[src/hdl/dspm_pkg.sv]
// ----------------------------------------------------------------------------
// dspm_pkg
// Shared widths, codes and types of the dose sample position merger.
// ----------------------------------------------------------------------------
package dspm_pkg;

  localparam int QUEUE_DEPTH    = 16;
  localparam int IDX_W          = $clog2(QUEUE_DEPTH);
  localparam int FILL_W         = IDX_W + 1;
  localparam int REPEAT_DIVISOR = 5;
  localparam int FIELD_W        = 24;
  localparam int NFIELDS        = 8;
  localparam int NPOS           = 6;
  localparam int DATA_W         = FIELD_W * NFIELDS;
  localparam int SUM_W          = FIELD_W + IDX_W + 1;
  localparam int MAG_W          = SUM_W - 1;
  localparam int DIVCNT_W       = $clog2(MAG_W + 1);
  localparam int DIFF_W         = FIELD_W + 1;
  localparam int SQ_W           = 2 * FIELD_W + 1;
  localparam int DIST_W         = SQ_W + 2;
  localparam int CUT_W          = 32;
  localparam int CFG_IDX_W      = 2;
  localparam int CFG_DATA_W     = 32;

  localparam logic [CFG_IDX_W-1:0] CFG_BYPASS    = 2'd0;
  localparam logic [CFG_IDX_W-1:0] CFG_BG_COUNT  = 2'd1;
  localparam logic [CFG_IDX_W-1:0] CFG_BG_DOSE   = 2'd2;
  localparam logic [CFG_IDX_W-1:0] CFG_CUTOFF    = 2'd3;
  localparam logic [CUT_W-1:0]     CUTOFF_RESET  = 32'd2500;

  typedef enum logic [3:0] {
    ST_IDLE, ST_ROUTE, ST_APPEND,
    ST_CHK_RD, ST_CHK_DF, ST_CHK_SQ, ST_CHK_CMP,
    ST_SC_RD, ST_SC_DF, ST_SC_SQ, ST_SC_CMP,
    ST_DECIDE, ST_DIV, ST_EMIT_MEAN, ST_EMIT_SAMPLE
  } state_t;

  typedef struct packed {
    logic capture;
    logic append;
    logic clear;
    logic rd_last;
    logic scan_inc;
    logic max_upd;
    logic div_start;
    logic div_step;
    logic load_mean;
    logic load_sample;
    logic last;
  } cmd_t;

  typedef struct packed {
    logic              fill_zero;
    logic              moved;
    logic              scan_done;
    logic              flush;
    logic              div_done;
    logic              last_rep;
    logic              out_free;
    logic [FILL_W-1:0] fill;
  } sts_t;

endpackage

[src/hdl/dspm_ctrl.sv]
// ----------------------------------------------------------------------------
// dspm_ctrl
// Sequencer of the merger: routes each sample, walks the queue and drives
// the emission of mean words and single sample words.
// ----------------------------------------------------------------------------
module dspm_ctrl (
  input  logic           clk,
  input  logic           rst,
  input  logic           in_valid,
  output logic           in_ready,
  input  logic           bypass,
  input  dspm_pkg::sts_t sts,
  output dspm_pkg::cmd_t cmd
);
  import dspm_pkg::*;

  state_t state;
  state_t state_next;
  logic   moved;

  always_ff @(posedge clk) begin
    if (rst) begin
      state <= ST_IDLE;
      moved <= 1'b0;
    end else begin
      state <= state_next;
      if (state == ST_IDLE) begin
        moved <= 1'b0;
      end else if (state == ST_CHK_CMP && sts.moved) begin
        moved <= 1'b1;
      end
    end
  end

  always_comb begin
    state_next = state;
    case (state)
      ST_IDLE:    if (in_valid) state_next = ST_ROUTE;
      ST_ROUTE: begin
        if (bypass) begin
          state_next = ST_EMIT_SAMPLE;
        end else if (sts.fill_zero) begin
          state_next = ST_APPEND;
        end else begin
          state_next = ST_CHK_RD;
        end
      end
      ST_APPEND:  state_next = sts.fill_zero ? ST_IDLE : ST_SC_RD;
      ST_CHK_RD:  state_next = ST_CHK_DF;
      ST_CHK_DF:  state_next = ST_CHK_SQ;
      ST_CHK_SQ:  state_next = ST_CHK_CMP;
      ST_CHK_CMP: state_next = sts.moved ? ST_DIV : ST_APPEND;
      ST_SC_RD:   state_next = ST_SC_DF;
      ST_SC_DF:   state_next = ST_SC_SQ;
      ST_SC_SQ:   state_next = ST_SC_CMP;
      ST_SC_CMP:  state_next = sts.scan_done ? ST_DECIDE : ST_SC_RD;
      ST_DECIDE:  state_next = sts.flush ? ST_DIV : ST_IDLE;
      ST_DIV:     if (sts.div_done) state_next = ST_EMIT_MEAN;
      ST_EMIT_MEAN: begin
        if (sts.out_free && sts.last_rep) begin
          state_next = moved ? ST_EMIT_SAMPLE : ST_IDLE;
        end
      end
      ST_EMIT_SAMPLE: if (sts.out_free) state_next = ST_IDLE;
      default:    state_next = ST_IDLE;
    endcase
  end

  always_comb begin
    cmd      = '0;
    in_ready = 1'b0;
    case (state)
      ST_IDLE: begin
        in_ready    = 1'b1;
        cmd.capture = in_valid;
      end
      ST_APPEND:  cmd.append = 1'b1;
      ST_CHK_RD:  cmd.rd_last = 1'b1;
      ST_CHK_CMP: cmd.div_start = sts.moved;
      ST_SC_CMP: begin
        cmd.max_upd  = 1'b1;
        cmd.scan_inc = !sts.scan_done;
      end
      ST_DECIDE:  cmd.div_start = sts.flush;
      ST_DIV:     cmd.div_step = !sts.div_done;
      ST_EMIT_MEAN: begin
        if (sts.out_free) begin
          cmd.load_mean = 1'b1;
          cmd.last      = sts.last_rep && !moved;
          cmd.clear     = sts.last_rep && !moved;
        end
      end
      ST_EMIT_SAMPLE: begin
        if (sts.out_free) begin
          cmd.load_sample = 1'b1;
          cmd.last        = 1'b1;
          cmd.clear       = moved;
        end
      end
      default: ;
    endcase
  end

endmodule

[config.mk]
export PLATFORM = sky130hd
export DESIGN_NAME = dspm_ctrl
export DESIGN_NICKNAME = d
export VERILOG_FILES = /design/src/hdl/dspm_pkg.sv /design/src/hdl/dspm_ctrl.sv
export SDC_FILE = /design/constraint.sdc
export NUM_CORES = 1
export LEC_CHECK = 0
export BUFFER_PORTS_ARGS = -buffer_cell sky130_fd_sc_hd__buf_2
export CAP_MARGIN = 20
export CORE_MARGIN = 2
export CORE_UTILIZATION = 40
export DETAILED_ROUTE_END_ITERATION = 10
export PLACE_DENSITY = 0.72
export SLEW_MARGIN = 10
export SYNTH_ARGS = -nofsm -noshare
export SYNTH_HDL_FRONTEND = slang
export SYNTH_SLANG_ARGS = --single-unit
[constraint.sdc]
create_clock -name clk -period 2.1 [get_ports clk]
set_clock_uncertainty 0.1 [all_clocks]
set_input_delay 0.21 -clock clk [delete_from_list [all_inputs] [get_ports clk]]
set_output_delay 0.21 -clock clk [all_outputs]
set_load 0.1 [all_outputs]
# --- Word level (Yosys, flattened, before mapping) ---
# Index checks and enable logic that the tools add are counted.
totals:
  ff_bits: 5
  in_bits: 16
  output_inout_bits: 12
  elab_cells: 56
op_classes:
  eq_ne: 18
  n_mux: 27
  reduce_logical: 9
op_table:
  columns: ["operator", "count"]
  rows:
  - ["case mux 4 bit (15 select lines)", 1]
  - ["2-to-1 mux 4 bit", 9]
  - ["equality test 4 bit (second input constant)", 7]
  - ["equality test 4 x 3 -> 1 bit (second input constant)", 4]
  - ["2-to-1 mux 1 bit", 11]
  - ["equality test 4 x 2 -> 1 bit (second input constant)", 2]
  - ["inequality test 2 bit (second input constant)", 4]
  - ["case mux 1 bit (2 select lines)", 3]
  - ["equality test 4 x 1 -> 1 bit (second input constant)", 1]
  - ["zero test 4 bit", 1]
  - ["2-to-1 mux 2 bit", 2]
  - ["AND reduction 4 bit", 1]
  - ["logical AND 1 bit", 3]
  - ["zero test 1 bit", 3]
  - ["2-to-1 mux 3 bit", 1]
  - ["OR reduction 2 bit", 1]

# --- Logic depth before layout (Yosys ltp) ---
depth:
  ltp_word: 4
  mapped_depth: 7

# --- Least setup slack after synthesis ---
# Ideal clock, no wire load.
synth_path:
  kind: "flip-flop to output port"
  startpoint: "register state[2]"
  endpoint: "output port cmd[10] in the netlist's numbering"
  arrival_time_ns: 4.659
  required_time_ns: 1.790
  setup_slack_ns: -2.869
  path_stages_with_launch: 5
  n_path_buf: 2
  path_cell_list: "dfxtp_1 buf_6 buf_2 nor4_1 and2_1"
synth_lines:
  columns: ["element", "line_no", "rtl"]
  rows:
  - ["from (decl)", "dspm_ctrl.sv:17", "state_t state;"]
  - ["from (signal assigned)", "dspm_ctrl.sv:26", "state <= state_next;"]
  - ["to (decl)", "dspm_ctrl.sv:13", "output dspm_pkg::cmd_t cmd"]

# --- Worst setup path after layout ---
layout_path:
  startpoint: "register state[2]"
  endpoint: "output port in_ready"
layout_between:
  elab_chain_cells: 2
layout_lines:
  columns: ["element", "line_no", "rtl"]
  rows:
  - ["zero test 4 bit", "dspm_ctrl.sv:72", "case (state)"]
  - ["2-to-1 mux 1 bit", "dspm_ctrl.sv:72", null]
  - ["to (decl)", "dspm_ctrl.sv:10", "output logic in_ready,"]
# Every way passes these cells.

==> impl_metrics.env <==
export IMPL_cp_required_ns=1.79
export IMPL_final_max_slew_viol_count=0
export IMPL_grt_busiest_layer="met2"
export IMPL_cts_max_level=1
export IMPL_fill_cells=101
export IMPL_cts_tree="built"
export IMPL_rows=13
export IMPL_synth_compound_area_frac=0.295
export IMPL_die_h_um=41.0
export IMPL_ys_seq_area_frac=0.183
export IMPL_start_util=0.426
export IMPL_antenna_found_initial=0
export IMPL_clk_pin_slew_ns=0.04
export IMPL_synth_warnings=0
export IMPL_worst_ir_drop_vdd_mv=1.05
export IMPL_tightestPinTransition_ns=0.483
export IMPL_drc_errors=0
export IMPL_die_x_um=41.0
export IMPL_use_met1=0.288
export IMPL_post_place_ws_ns=0.308
export IMPL_antennaDiodeCount=0
export IMPL_synth_xor_area_frac=0
export IMPL_dp_cells=113
export IMPL_worstSetupStartpointType="flip-flop"
export IMPL_r2r_cells=5
export IMPL_finalSetupTns_ns=0
export IMPL_yosys_register_bits=5
export IMPL_fin_crit_sh=0.937
export IMPL_p_leak_nw=0.350
export IMPL_synth_edf_count=0
export IMPL_detailed_place_area_um2=891
export IMPL_synth_area_mux_share=0
export IMPL_drive_gt1_frac=0.431
export IMPL_ys_types=32
export IMPL_crit_fanout=10
export IMPL_grt_overflow_total=0
export IMPL_synth_top_flop_cell="dfxtp_1"
export IMPL_viasPerCell=5.68
export IMPL_final_hold_violation_count=0
export IMPL_min_period_ns=1.97
export IMPL_yosys_area_share_adder=0
export IMPL_hpwl_mm=1.17
export IMPL_min_from="rst"
export IMPL_crit_family="buffers and inverters"
export IMPL_ctsHoldBuffers=0
export IMPL_fmax_mhz=508
export IMPL_relSlewSlack=0.680
export IMPL_ios=28
export IMPL_design_area_um2=920
export IMPL_outcome="completed"
export IMPL_syn_num_nets=94
export IMPL_postRouteAntennaNets=0
export IMPL_vias=664
export IMPL_utilization=0.716
export IMPL_crit_buf_inv=2
export IMPL_hp_class="primary input to flip-flop"
export IMPL_grt_max_degree=14
export IMPL_grt_pass1_vias=569
export IMPL_worstPathCellList="buf_4 > nor4_4 > buf_2"
export IMPL_grt_pass1_wl_mm=2.42
export IMPL_initialDrtViolationCount=19
export IMPL_syn2layout_area_growth_pct=68.2
export IMPL_stdcell_count=117
export IMPL_wl_per_cell_um=12.4
export IMPL_drt_total_wl_mm=1.45
export IMPL_syn_mean_instance_area_um2=7.01
export IMPL_cap_viol_max_count=0
export IMPL_whs_endpoint="state[0]$_SDFFE_PP0P_"
export IMPL_synth_top_family_by_area="simple AND/OR/NAND/NOR gates"
export IMPL_io_buffer_count=22
export IMPL_grt_use_met3=0.0326
export IMPL_p_total_mw=1.08
export IMPL_crit_path_end_kind="primary output"
export IMPL_syn_area_um2=547
export IMPL_grt_usage=0.215
export IMPL_gp_congestion=0.894
export IMPL_async_reset_ff_frac=0
export IMPL_cts_root_buf="clkbuf_4"
export IMPL_timing_rr_start="state[2]$_SDFFE_PP0P_"
export IMPL_r2r_slack_ns=0.32
export IMPL_setup_slack_ns=0.131
export IMPL_p_per_area_nw_per_um2=1180
export IMPL_grt_use_met2=0.355
export IMPL_whs_ns=0.0849
export IMPL_netlist_instances=78
export IMPL_timing_rr_end="state[3]$_SDFFE_PP0P_"
export IMPL_critPathMaxStageDelay_ns=0.48
export IMPL_rsz0062_at_grt="no"
export IMPL_ctsLongestPathBuffers=2
export IMPL_worstHoldPathCells=2
export IMPL_coreArea_um2=1280
export IMPL_synth_simple_gate_area_share=0.430
export IMPL_arrival_ns=1.66
export IMPL_crit_slowest_cell="buf_2"
export IMPL_setup_viol=0
export IMPL_clk_latency_ns=0.24
export IMPL_die_area_um2=1680
export IMPL_cts_sinks=5
export IMPL_dr_pass1_iters=3
export IMPL_crit_type="flip-flop to primary output"
export IMPL_nNetsFinal=119
export IMPL_cts_buffers=3
==> layout make-up <==
cell class              instances  area [um^2]  share of cell area
clock buffers                   4         26.3              0.0286
inverters                       4         15.0              0.0163
well taps                      15         18.8              0.0204
flip-flops and latches          5          103               0.112
repair buffers                 26          290               0.316
multi-input cells              63          467               0.507
==> cells by family after synthesis <==
logic type / after synthesis
simple gates: 39
compound gates: 24
buf+inv: 10
flops: 5
==> worst max-delay path by stage <==
stage                               start                     to  slack [ns]  depth (start not counted)
floorplan           state[2]$_SDFFE_PP0P_                cmd[10]       -0.46                          4
global placement    state[0]$_SDFFE_PP0P_                 cmd[8]        0.35                          4
detailed placement  state[0]$_SDFFE_PP0P_  state[3]$_SDFFE_PP0P_        0.31                          5
CTS                 state[3]$_SDFFE_PP0P_                 cmd[3]        0.07                          4
global route        state[2]$_SDFFE_PP0P_               in_ready        0.07                          3
finish              state[2]$_SDFFE_PP0P_               in_ready        0.13                          3
==> cell usage after synthesis (all sizes together) (2+ instances only) <==
cell | count | area, um^2
nand2b | 5 | 31.3
nand2 | 5 | 18.8
o31ai | 3 | 22.5
a31oi | 2 | 12.5
nand3b | 2 | 15.0
nor3 | 6 | 30.0
inv | 4 | 15.0
dfxtp | 5 | 100
nor4 | 2 | 12.5
o21ai | 2 | 10.0
nor2 | 3 | 11.3
a311oi | 3 | 26.3
nor2b | 6 | 37.5
a21oi | 9 | 45.0
and4b | 2 | 20.0
or4 | 2 | 18.8
buf | 5 | 31.3
==> worst register-to-register path: stages, from the launching register on <==
cell and delay (ns):
dfxtp_1 0.48, and4b_1 0.23, a31oi_1 0.22, a21oi_1 0.13, a311oi_1 0.37, o31ai_1 0.12
==> registers in the layout, indices dropped and copies added (netlist names) <==
name	flops
state	4
moved	1
==> routing by layer <==
metal  vias to the layer above  share of wire
met3                         0          0.035
met4                         0              0
met2                        14           0.48
met5                         -              0
li1                        344              -
met1                       306           0.48
==> timing repair <==
action	CTS	global route
setup endpoints to repair	0	3
setup buffers	0	0
gates resized for setup	0	2
==> report_power, final <==
group	total [mW]	internal (mW)	switching [mW]	leakage, nW
Clock	0.110	0.0718	0.0383	0.0150
Sequential	0.203	0.125	0.0782	0.0416
Combinational	0.769	0.267	0.502	0.294
Total	1.08	0.463	0.618	0.350
==> cell usage in the layout, fill, tap and decap left out, types with 3 or more instances in the layout <==
cell and count:
inv_1 3, a21oi_1 7, buf_4 4, buf_12 10
clkbuf_4 3, nand2_1 5, buf_2 12, dfxtp_1 3
a311oi_1 3, nor3_1 4, nor2b_1 4, nand2b_1 5
o31ai_1 3
Note: power is estimated with default switching activity, not from simulation.
